--- src/rtl/asd_pkg.sv ---
`default_nettype none

package asd_pkg;

   // Field widths of the sample, the result and the registers
   localparam int AXIS_W   = 16;
   localparam int TIME_W   = 32;
   localparam int COUNT_W  = 32;
   localparam int ONE_G_W  = 13;
   localparam int THR_W    = 16;
   localparam int IVL_W    = 16;
   localparam int CSR_W    = 16;
   localparam int CSR_IDX_W = 2;

   // Packed widths on the stream ports
   localparam int REQ_DATA_W = 80;
   localparam int RSP_DATA_W = 40;

   // Sum of squares, root and magnitude
   localparam int SQ_W       = 32;
   localparam int ROOT_W     = SQ_W / 2;
   localparam int REM_W      = ROOT_W + 1;
   localparam int MAG_W      = 18;
   localparam int ROOT_STEPS = ROOT_W;
   localparam int CNT_W      = $clog2(ROOT_STEPS);
   localparam int AXIS_SEL_W = 2;

   // Default window length
   localparam int WINDOW_DEF = 5;

   // Register reset values
   localparam logic [ONE_G_W-1:0] ONE_G_RST = ONE_G_W'(256);
   localparam logic [THR_W-1:0]   RISE_RST  = THR_W'(51);
   localparam logic [IVL_W-1:0]   MIN_IVL_RST = IVL_W'(300);

   // Register indexes on the configuration port
   typedef enum logic [CSR_IDX_W-1:0] {
      CSR_ONE_G   = 2'd0,
      CSR_RISE    = 2'd1,
      CSR_MIN_IVL = 2'd2
   } asd_csr_type;

   // Axis selectors for the shared multiplier
   typedef enum logic [AXIS_SEL_W-1:0] {
      AXIS_X = 2'd0,
      AXIS_Y = 2'd1,
      AXIS_Z = 2'd2,
      AXIS_NONE = 2'd3
   } asd_axis_type;

   // Commands from the controller to the datapath
   typedef struct packed {
      logic         load;
      logic         mul_en;
      logic         acc_en;
      asd_axis_type axis_sel;
      logic         root_step;
      logic         commit;
   } asd_cmd_type;

endpackage

`default_nettype wire

--- src/rtl/asd_ctrl.sv ---
`default_nettype none

module asd_ctrl (
   input  wire                  clock,
   input  wire                  reset,
   input  wire                  req_tvalid,
   output logic                 req_tready,
   output logic                 rsp_tvalid,
   input  wire                  rsp_tready,
   output asd_pkg::asd_cmd_type cmd
);
   import asd_pkg::*;

   typedef enum logic [3:0] {
      ST_IDLE   = 4'b0001,
      ST_SQUARE = 4'b0010,
      ST_ROOT   = 4'b0100,
      ST_UPDATE = 4'b1000
   } asd_state_type;

   localparam logic [CNT_W-1:0] SQ_LAST   = CNT_W'(3);
   localparam logic [CNT_W-1:0] ROOT_LAST = CNT_W'(ROOT_STEPS - 1);

   asd_state_type    state_ff, state_in;
   logic [CNT_W-1:0] cnt_ff, cnt_in;
   logic             rsp_valid_ff, rsp_valid_in;
   logic             out_free;
   logic             accept;

   // The result register is free once empty or being taken this cycle
   assign out_free   = !rsp_valid_ff || rsp_tready;
   assign req_tready = (state_ff == ST_IDLE) && !reset;
   assign accept     = req_tvalid && req_tready;
   assign rsp_tvalid = rsp_valid_ff;

   // Sequence one sample: squares, root, then window update
   always_comb begin
      state_in = state_ff;
      cnt_in   = cnt_ff;
      cmd      = '0;
      cmd.axis_sel = AXIS_NONE;
      unique case (state_ff)
         ST_IDLE: begin
            cnt_in = '0;
            if (accept) begin
               cmd.load = 1'b1;
               state_in = ST_SQUARE;
            end
         end
         ST_SQUARE: begin
            cmd.axis_sel = asd_axis_type'(cnt_ff[AXIS_SEL_W-1:0]);
            cmd.mul_en   = (cnt_ff != SQ_LAST);
            cmd.acc_en   = (cnt_ff != '0);
            if (cnt_ff == SQ_LAST) begin
               cnt_in   = '0;
               state_in = ST_ROOT;
            end else begin
               cnt_in = cnt_ff + 1'b1;
            end
         end
         ST_ROOT: begin
            cmd.root_step = 1'b1;
            cnt_in        = cnt_ff + 1'b1;
            if (cnt_ff == ROOT_LAST) begin
               state_in = ST_UPDATE;
            end
         end
         ST_UPDATE: begin
            if (out_free) begin
               cmd.commit = 1'b1;
               state_in   = ST_IDLE;
            end
         end
         default: begin
            state_in = ST_IDLE;
         end
      endcase
   end

   // Hold the result valid until the transaction completes
   always_comb begin
      if (cmd.commit) begin
         rsp_valid_in = 1'b1;
      end else if (rsp_tready) begin
         rsp_valid_in = 1'b0;
      end else begin
         rsp_valid_in = rsp_valid_ff;
      end
   end

   always_ff @(posedge clock) begin
      if (reset) begin
         state_ff     <= ST_IDLE;
         cnt_ff       <= '0;
         rsp_valid_ff <= 1'b0;
      end else begin
         state_ff     <= state_in;
         cnt_ff       <= cnt_in;
         rsp_valid_ff <= rsp_valid_in;
      end
   end

   a_commit_free: assert property (@(posedge clock) disable iff (reset)
      cmd.commit |-> (!rsp_valid_ff || rsp_tready))
      else $error("commit while result register occupied");

   a_accept_square: assert property (@(posedge clock) disable iff (reset)
      accept |=> (state_ff == ST_SQUARE) && (cnt_ff == '0))
      else $error("accepted sample did not start squaring");

   a_commit_valid: assert property (@(posedge clock) disable iff (reset)
      cmd.commit |=> rsp_valid_ff && (state_ff == ST_IDLE))
      else $error("commit did not raise result valid");

   a_square_range: assert property (@(posedge clock) disable iff (reset)
      (state_ff == ST_SQUARE) |-> (cnt_ff <= SQ_LAST))
      else $error("square counter out of range");

endmodule

`default_nettype wire

--- src/rtl/asd_datapath.sv ---
`default_nettype none

module asd_datapath #(
   parameter int WINDOW = asd_pkg::WINDOW_DEF
) (
   input  wire                                clock,
   input  wire                                reset,
   input  asd_pkg::asd_cmd_type               cmd,
   input  wire [asd_pkg::REQ_DATA_W-1:0]      req_data,
   input  wire                                csr_write,
   input  wire [asd_pkg::CSR_IDX_W-1:0]       csr_index,
   input  wire [asd_pkg::CSR_W-1:0]           csr_data,
   output logic                               step_seen,
   output logic [asd_pkg::COUNT_W-1:0]        step_total
);
   import asd_pkg::*;

   localparam int SLOT_W = $clog2(WINDOW);
   localparam int SUM_W  = MAG_W + $clog2(WINDOW);
   localparam int LVL_W  = THR_W + $clog2(WINDOW);
   localparam int CMP_W  = SUM_W + 1;
   localparam logic [SLOT_W-1:0] SLOT_LAST = SLOT_W'(WINDOW - 1);

   // Configuration registers
   logic [ONE_G_W-1:0] one_g_ff;
   logic [THR_W-1:0]   rise_ff;
   logic [IVL_W-1:0]   min_ivl_ff;

   // Captured sample
   logic signed [AXIS_W-1:0] ax_ff, ay_ff, az_ff;
   logic [TIME_W-1:0]        time_ff;

   // Squares and root
   logic signed [AXIS_W-1:0]   axis_val;
   logic signed [2*AXIS_W-1:0] prod_ff;
   logic [SQ_W-1:0]            acc_ff, acc_in;
   logic [REM_W-1:0]           rem_ff, rem_in;
   logic [ROOT_W-1:0]          root_ff, root_in;
   logic [REM_W+1:0]           rem_try, root_try;

   // Window and detector state
   logic signed [MAG_W-1:0] win_ff [WINDOW];
   logic signed [SUM_W-1:0] sum_ff, sum_in;
   logic [SLOT_W-1:0]       slot_ff;
   logic                    armed_ff;
   logic [TIME_W-1:0]       last_ff;
   logic [COUNT_W-1:0]      steps_ff;
   logic                    seen_ff;

   logic signed [MAG_W-1:0] mag;
   logic [LVL_W-1:0]        level;
   logic signed [CMP_W-1:0] sum_c, lvl_c;
   logic [TIME_W-1:0]       elapsed;
   logic                    arm_hit, disarm_hit, count_hit;

   // Write the configuration registers
   always_ff @(posedge clock) begin
      if (reset) begin
         one_g_ff   <= ONE_G_RST;
         rise_ff    <= RISE_RST;
         min_ivl_ff <= MIN_IVL_RST;
      end else if (csr_write) begin
         unique case (asd_csr_type'(csr_index))
            CSR_ONE_G:   one_g_ff   <= csr_data[ONE_G_W-1:0];
            CSR_RISE:    rise_ff    <= csr_data[THR_W-1:0];
            CSR_MIN_IVL: min_ivl_ff <= csr_data[IVL_W-1:0];
            default: ;
         endcase
      end
   end

   // Capture the sample on acceptance
   always_ff @(posedge clock) begin
      if (cmd.load) begin
         ax_ff   <= $signed(req_data[AXIS_W-1:0]);
         ay_ff   <= $signed(req_data[2*AXIS_W-1:AXIS_W]);
         az_ff   <= $signed(req_data[3*AXIS_W-1:2*AXIS_W]);
         time_ff <= req_data[3*AXIS_W+TIME_W-1:3*AXIS_W];
      end
   end

   // Select one axis for the shared multiplier
   always_comb begin
      case (cmd.axis_sel)
         AXIS_X:  axis_val = ax_ff;
         AXIS_Y:  axis_val = ay_ff;
         AXIS_Z:  axis_val = az_ff;
         default: axis_val = '0;
      endcase
   end

   // One root bit per step, from a bit pair of the sum: trial subtract of 4*root+1
   assign rem_try  = {rem_ff, acc_ff[SQ_W-1:SQ_W-2]};
   assign root_try = {1'b0, root_ff, 2'b01};

   always_comb begin
      acc_in  = acc_ff;
      rem_in  = rem_ff;
      root_in = root_ff;
      if (cmd.load) begin
         acc_in  = '0;
         rem_in  = '0;
         root_in = '0;
      end else if (cmd.acc_en) begin
         acc_in = acc_ff + SQ_W'(unsigned'(prod_ff));
      end else if (cmd.root_step) begin
         acc_in = {acc_ff[SQ_W-3:0], 2'b00};
         if (rem_try >= root_try) begin
            rem_in  = REM_W'(rem_try - root_try);
            root_in = {root_ff[ROOT_W-2:0], 1'b1};
         end else begin
            rem_in  = REM_W'(rem_try);
            root_in = {root_ff[ROOT_W-2:0], 1'b0};
         end
      end
   end

   always_ff @(posedge clock) begin
      if (cmd.mul_en) begin
         prod_ff <= axis_val * axis_val;
      end
      acc_ff  <= acc_in;
      rem_ff  <= rem_in;
      root_ff <= root_in;
   end

   // Magnitude less one g, then slide the window sum
   assign mag = $signed({{(MAG_W-ROOT_W){1'b0}}, root_ff})
              - $signed({{(MAG_W-ONE_G_W){1'b0}}, one_g_ff});
   assign sum_in = sum_ff - SUM_W'(win_ff[slot_ff]) + SUM_W'(mag);

   // Compare against the threshold scaled by the window length
   assign level   = LVL_W'(rise_ff) * LVL_W'(WINDOW);
   assign sum_c   = CMP_W'(sum_in);
   assign lvl_c   = $signed(CMP_W'(level));
   assign elapsed = time_ff - last_ff;

   assign arm_hit    = (sum_c > lvl_c) && !armed_ff;
   assign disarm_hit = !arm_hit && ((sum_c <<< 1) < lvl_c) && armed_ff;
   assign count_hit  = disarm_hit && (elapsed > TIME_W'(min_ivl_ff));

   // Commit the window and detector state with the result
   always_ff @(posedge clock) begin
      if (reset) begin
         for (int i = 0; i < WINDOW; i++) begin
            win_ff[i] <= '0;
         end
         sum_ff   <= '0;
         slot_ff  <= '0;
         armed_ff <= 1'b0;
         last_ff  <= '0;
         steps_ff <= '0;
         seen_ff  <= 1'b0;
      end else if (cmd.commit) begin
         win_ff[slot_ff] <= mag;
         sum_ff          <= sum_in;
         slot_ff         <= (slot_ff == SLOT_LAST) ? '0 : slot_ff + 1'b1;
         seen_ff         <= count_hit;
         if (arm_hit) begin
            armed_ff <= 1'b1;
         end else if (disarm_hit) begin
            armed_ff <= 1'b0;
         end
         if (count_hit) begin
            steps_ff <= steps_ff + 1'b1;
            last_ff  <= time_ff;
         end
      end
   end

   assign step_seen  = seen_ff;
   assign step_total = steps_ff;

   a_slot_range: assert property (@(posedge clock) disable iff (reset)
      slot_ff <= SLOT_LAST)
      else $error("window slot beyond window length");

   a_step_once: assert property (@(posedge clock) disable iff (reset)
      cmd.commit && count_hit |=> (steps_ff == $past(steps_ff) + 1'b1) && !armed_ff)
      else $error("counted step did not advance count and disarm");

   a_steps_hold: assert property (@(posedge clock) disable iff (reset)
      !cmd.commit |=> $stable(steps_ff) && $stable(armed_ff))
      else $error("detector state changed outside a commit");

endmodule

`default_nettype wire

--- src/rtl/accel_step_detector_unit.sv ---
// A result is registered after the square, root and update states run.
// A new sample is taken only in idle, once the previous one has made its three
// passes through the shared 16x16 multiplier and 16 bit-serial square root steps.
// A sample is accepted while an earlier result still waits on rsp_tready.
// Reset (synchronous, active high) clears the window, sum, arming and count,
// and loads the register defaults; no clearing pass is needed.
`default_nettype none

module accel_step_detector_unit #(
   parameter int WINDOW = asd_pkg::WINDOW_DEF
) (
   input  wire                            clock,
   input  wire                            reset,
   // req_tdata: accel_x[15:0], accel_y[31:16], accel_z[47:32], time_ms[79:48]
   input  wire                            req_tvalid,
   output logic                           req_tready,
   input  wire [asd_pkg::REQ_DATA_W-1:0]  req_tdata,
   // rsp_tdata: step_seen[0], step_total[32:1], zero fill[39:33]
   output logic                           rsp_tvalid,
   input  wire                            rsp_tready,
   output logic [asd_pkg::RSP_DATA_W-1:0] rsp_tdata,
   input  wire                            csr_valid,
   output logic                           csr_ready,
   input  wire [asd_pkg::CSR_IDX_W-1:0]   csr_index,
   input  wire [asd_pkg::CSR_W-1:0]       csr_data
);
   import asd_pkg::*;

   asd_cmd_type        cmd;
   logic               step_seen;
   logic [COUNT_W-1:0] step_total;

   // Take register writes whenever out of reset
   assign csr_ready = !reset;

   asd_ctrl u_ctrl (
      .clock      (clock),
      .reset      (reset),
      .req_tvalid (req_tvalid),
      .req_tready (req_tready),
      .rsp_tvalid (rsp_tvalid),
      .rsp_tready (rsp_tready),
      .cmd        (cmd)
   );

   asd_datapath #(
      .WINDOW (WINDOW)
   ) u_datapath (
      .clock      (clock),
      .reset      (reset),
      .cmd        (cmd),
      .req_data   (req_tdata),
      .csr_write  (csr_valid && csr_ready),
      .csr_index  (csr_index),
      .csr_data   (csr_data),
      .step_seen  (step_seen),
      .step_total (step_total)
   );

   // Pack the result transaction
   assign rsp_tdata = {{(RSP_DATA_W-COUNT_W-1){1'b0}}, step_total, step_seen};

endmodule

`default_nettype wire
--- config.mk ---
export PLATFORM = sky130hd
export DESIGN_NAME = accel_step_detector_unit
export DESIGN_NICKNAME = d
export VERILOG_FILES = /design/src/rtl/asd_pkg.sv /design/src/rtl/asd_ctrl.sv /design/src/rtl/asd_datapath.sv /design/src/rtl/accel_step_detector_unit.sv
export SDC_FILE = /design/constraint.sdc
export NUM_CORES = 2
export LEC_CHECK = 0
export BUFFER_PORTS_ARGS = -buffer_cell sky130_fd_sc_hd__buf_2
export CELL_PAD_IN_SITES_DETAIL_PLACEMENT = 0
export CELL_PAD_IN_SITES_GLOBAL_PLACEMENT = 1
export CORE_MARGIN = 2
export CORE_UTILIZATION = 36
export CTS_CLUSTER_DIAMETER = 100
export DETAILED_ROUTE_END_ITERATION = 8
export GPL_TIMING_DRIVEN = 1
export PLACE_DENSITY = 0.7
export SETUP_SLACK_MARGIN = 0.4
export SLEW_MARGIN = 20
export SYNTH_ARGS = -nofsm -noshare
export SYNTH_HDL_FRONTEND = slang
export SYNTH_SLANG_ARGS = --single-unit
--- constraint.sdc ---
create_clock -name clock -period 8.6 [get_ports clock]
set_clock_uncertainty 0.1 [all_clocks]
set_input_delay 0.86 -clock clock [delete_from_list [all_inputs] [get_ports clock]]
set_output_delay 0.86 -clock clock [all_outputs]
set_load 0.02 [all_outputs]
==> impl_metrics.tcl <==
set metrics [dict create \
    syn2layout_area_growth_pct 12.41 \
    finalSetupViolations 0 \
    grt_max_degree 89 \
    dp_hpwl_um 64980 \
    yosysTopAreaCell "edfxtp_1" \
    dr.first_iter.drc_count 1535 \
    cts-root-buf "clkbuf_16" \
    pin_count 146 \
    viasPerCell 4.954 \
    path_class "register to register" \
    antenna_found_initial 2 \
    crit_buf_inv 8 \
    p_sw_mw 1.424 \
    status "finished clean" \
    crit_family "adder cells" \
    dieArea_um2 98440 \
    portBuffers 138 \
    postCtsHoldBufs 0 \
    syn-cell-area_um2 34540 \
    yosys_warnings 0 \
    slowest_delay_ps 520 \
    drv_cap 0 \
    drc 0 \
    antenna_left 0 \
    swShare_pct 25.71 \
    grt_pass1_wl_um 135600 \
    worst_pin_slew_ps 1028 \
    numCtsBuffers 54 \
    setup_ws_ps 775.7 \
    synth_top_flop_cell "edfxtp_1" \
    fillCellCount 9402 \
    min_period_over_period_pct 90.98 \
    power_density_nw_per_um2 142.6 \
    clock-sinks 459 \
    worstPathRequired_ps 8870 \
    wire_per_inst_um 16.81 \
    cts_tree "built" \
    seqPwrFrac_pct 42.9 \
    synth.avg_cell_area_um2 9.670 \
    worst_setup_path_start_kind "register" \
    rsz0062_at_grt "true" \
    grt_overflow 0 \
    path_common_cell "fa_1" \
    clk_path_buf_depth 3 \
    h-tree-depth 2 \
    grt_usage_pct 17.09 \
    clk_pin_slew_worst_paths_ps 60 \
    finalCoreUtilization_pct 40.87 \
    first_pass_iters 5 \
    ys_ff_latch 459 \
    leakage_nw 16.59 \
    synth_cells 3572 \
    synth_async_sr_flop_share_pct 0 \
    nNetsFinal 4352 \
    clk-insertion-delay-late_ps 640 \
    report.final.hold_viol_count 0 \
    endpoint_kind "register" \
    coreArea_um2 95010 \
    die_w_um 313.8 \
    grt_pass1_vias 25060 \
    cp.arrival_ps 8090 \
    fin_tns_setup_ps 0 \
    fp-row-count 113 \
    combPwrFrac_pct 11.8 \
    drt-total-wl_um 84340 \
    synth_top_area_share_pct 21.47 \
    gp_congestion 0.8466 \
    ys_seq_area_share_pct 33.76 \
    pre_cts_slack_ps 553.8 \
    drive_above_1_share_pct 10.72 \
    vias 24850 \
    synth_enable_flop_cells 247 \
    fmax_mhz 127.8 \
    timing.slew.headroom_pct 31.39 \
    cp_slowest_cell "fa_1" \
    hold_ws_ps 297.7 \
    ys_top_cells_by_area "edfxtp_1 21%, fa_1 15%, dfxtp_1 12%, ha_1 10%, inv_1 5.6%" \
    dpl_cell_area_um2 36810 \
    timing.final.max_slew_violations 0 \
    period_minus_slack_ps 7824 \
    design_area_um2 38830 \
    peakVddDrop_mv 0.1499 \
    cp_max_fo 17 \
    start_util_pct 36.36 \
    p_int_mw 4.113 \
    synth_cell_type_count 82 \
    die_h_um 313.8 \
    holdCritPathClass "primary input to register" \
    p_clk_share_pct 45.3 \
]
==> registers in the layout, indices dropped and copies added (netlist names), named ones only <==
name / count
u_ctrl.cnt_ff: 4
u_ctrl.rsp_tvalid: 1
u_ctrl.state_ff: 4
u_datapath.acc_ff: 32
u_datapath.armed_ff: 1
u_datapath.ax_ff: 16
u_datapath.ay_ff: 16
u_datapath.az_ff: 16
u_datapath.last_ff: 32
u_datapath.min_ivl_ff: 16
u_datapath.one_g_ff: 13
u_datapath.prod_ff: 31
u_datapath.rem_ff: 17
u_datapath.rise_ff: 16
u_datapath.root_ff: 16
u_datapath.slot_ff: 3
u_datapath.step_seen: 1
u_datapath.step_total: 32
u_datapath.sum_ff: 21
u_datapath.time_ff: 32
u_datapath.win_ff: 136
==> Yosys cell counts (23+ instances only) <==
| library cell | n |
|---|---|
| a211oi_1 | 35 |
| a21o_1 | 62 |
| a21oi_1 | 217 |
| a22oi_1 | 27 |
| and3_1 | 40 |
| clkbuf_1 | 101 |
| dfxtp_1 | 212 |
| edfxtp_1 | 247 |
| fa_1 | 257 |
| ha_1 | 288 |
| inv_1 | 514 |
| mux2i_1 | 71 |
| mux4_2 | 34 |
| nand2_1 | 339 |
| nand2b_1 | 23 |
| nand3_1 | 55 |
| nand4_1 | 25 |
| nor2_1 | 351 |
| nor2b_1 | 24 |
| nor3_1 | 45 |
| o21a_1 | 32 |
| o21ai_0 | 80 |
| xnor2_1 | 96 |
| xor2_1 | 49 |
==> final timing paths <==
kind / from / to / slack (ps) / cells after the start
setup / recovery: u_ctrl.cnt_ff[1] / u_datapath.prod_ff[31] / 780 / 28
hold / removal: req_tdata[76] / u_datapath.time_ff[28] / 300 / 1
setup reg to reg: u_ctrl.cnt_ff[1] / u_datapath.prod_ff[31] / 780 / 28
hold reg to reg: u_datapath.root_ff[0] / u_datapath.root_ff[1] / 340 / 2
==> per-layer routing <==
metal	track usage, %	up-vias	wire [um]
met5	0	-	0
met4	3.730	0	1480
met3	1.953	88	3017
met2	28.54	408	39350
met1	23.81	11930	40490
li1	-	12430	-
==> cell usage in the layout (no fill, tap or decap), types with 71 or more instances in the layout <==
cell type / synthesis / final
fa_1: 257 / 257
a21oi_1: 217 / 215
inv_1: 514 / 512
edfxtp_1: 247 / 247
xnor2_1: 96 / 96
buf_2: 10 / 137
mux2i_1: 71 / 71
nand2_1: 339 / 339
ha_1: 288 / 288
nor2_1: 351 / 348
dfxtp_1: 212 / 210
o21ai_0: 80 / 79
==> power by group through the flow <==
stage | clock network (mW) | registers [mW] | logic [mW]
final | 2.51 | 2.38 | 0.651
after global routing | 2.66 | 2.38 | 0.738
after CTS | 2.57 | 2.38 | 0.653
after detailed placement | 0 | 2.42 | 0.648
after global placement | 0 | 2.42 | 0.647
after floorplan | 0 | 2.41 | 0.465
==> worst reg2reg max path: cells and delay by family, from the launching register on <==
kind | cells | cell delay [ps]
adder cells (fa/ha/maj) | 7 | 3300
AO/OA/AOI/OAI | 7 | 1660
flip-flops | 1 | 320
AND/OR/NAND/NOR | 5 | 710
buffers and inverters | 8 | 1340
XOR/XNOR | 1 | 140
==> metrics by stage <==
stage | std cells | total power, mW
after CTS | 5013 | 5.605
final | 5017 | 5.537
after global routing | 5017 | 5.780
after global placement | 4911 | 3.070
after detailed placement | 4911 | 3.072
after floorplan | 3578 | 2.879
==> cell type report <==
type / instances / area [um2] / area share, %
timing repair buffer: 203 / 1194 / 3.074
antenna: 2 / 5.005 / 0.01289
clock buffer: 69 / 1459 / 3.757
inverter: 521 / 1967 / 5.066
multi-input combinational: 2465 / 20450 / 52.68
tap: 1265 / 1583 / 4.076
sequential: 459 / 11660 / 30.04
clock inverter: 33 / 504.2 / 1.299
==> cells by family after synthesis <==
logic type,synth area share [%]
AND/OR/NAND/NOR,12.99
buffers and inverters,7.277
AO/OA/AOI/OAI,12.13
adder cells (fa/ha/maj),25.33
flip-flops,33.76
XOR/XNOR,3.677
multiplexers,4.828
other,0.01086
==> timing repair <==
item | in CTS | in global routing
buffers inserted | 0 | 2
resized for setup | 0 | 11
setup endpoints to repair | 0 | 48
(Power assumes the default switching activity.)
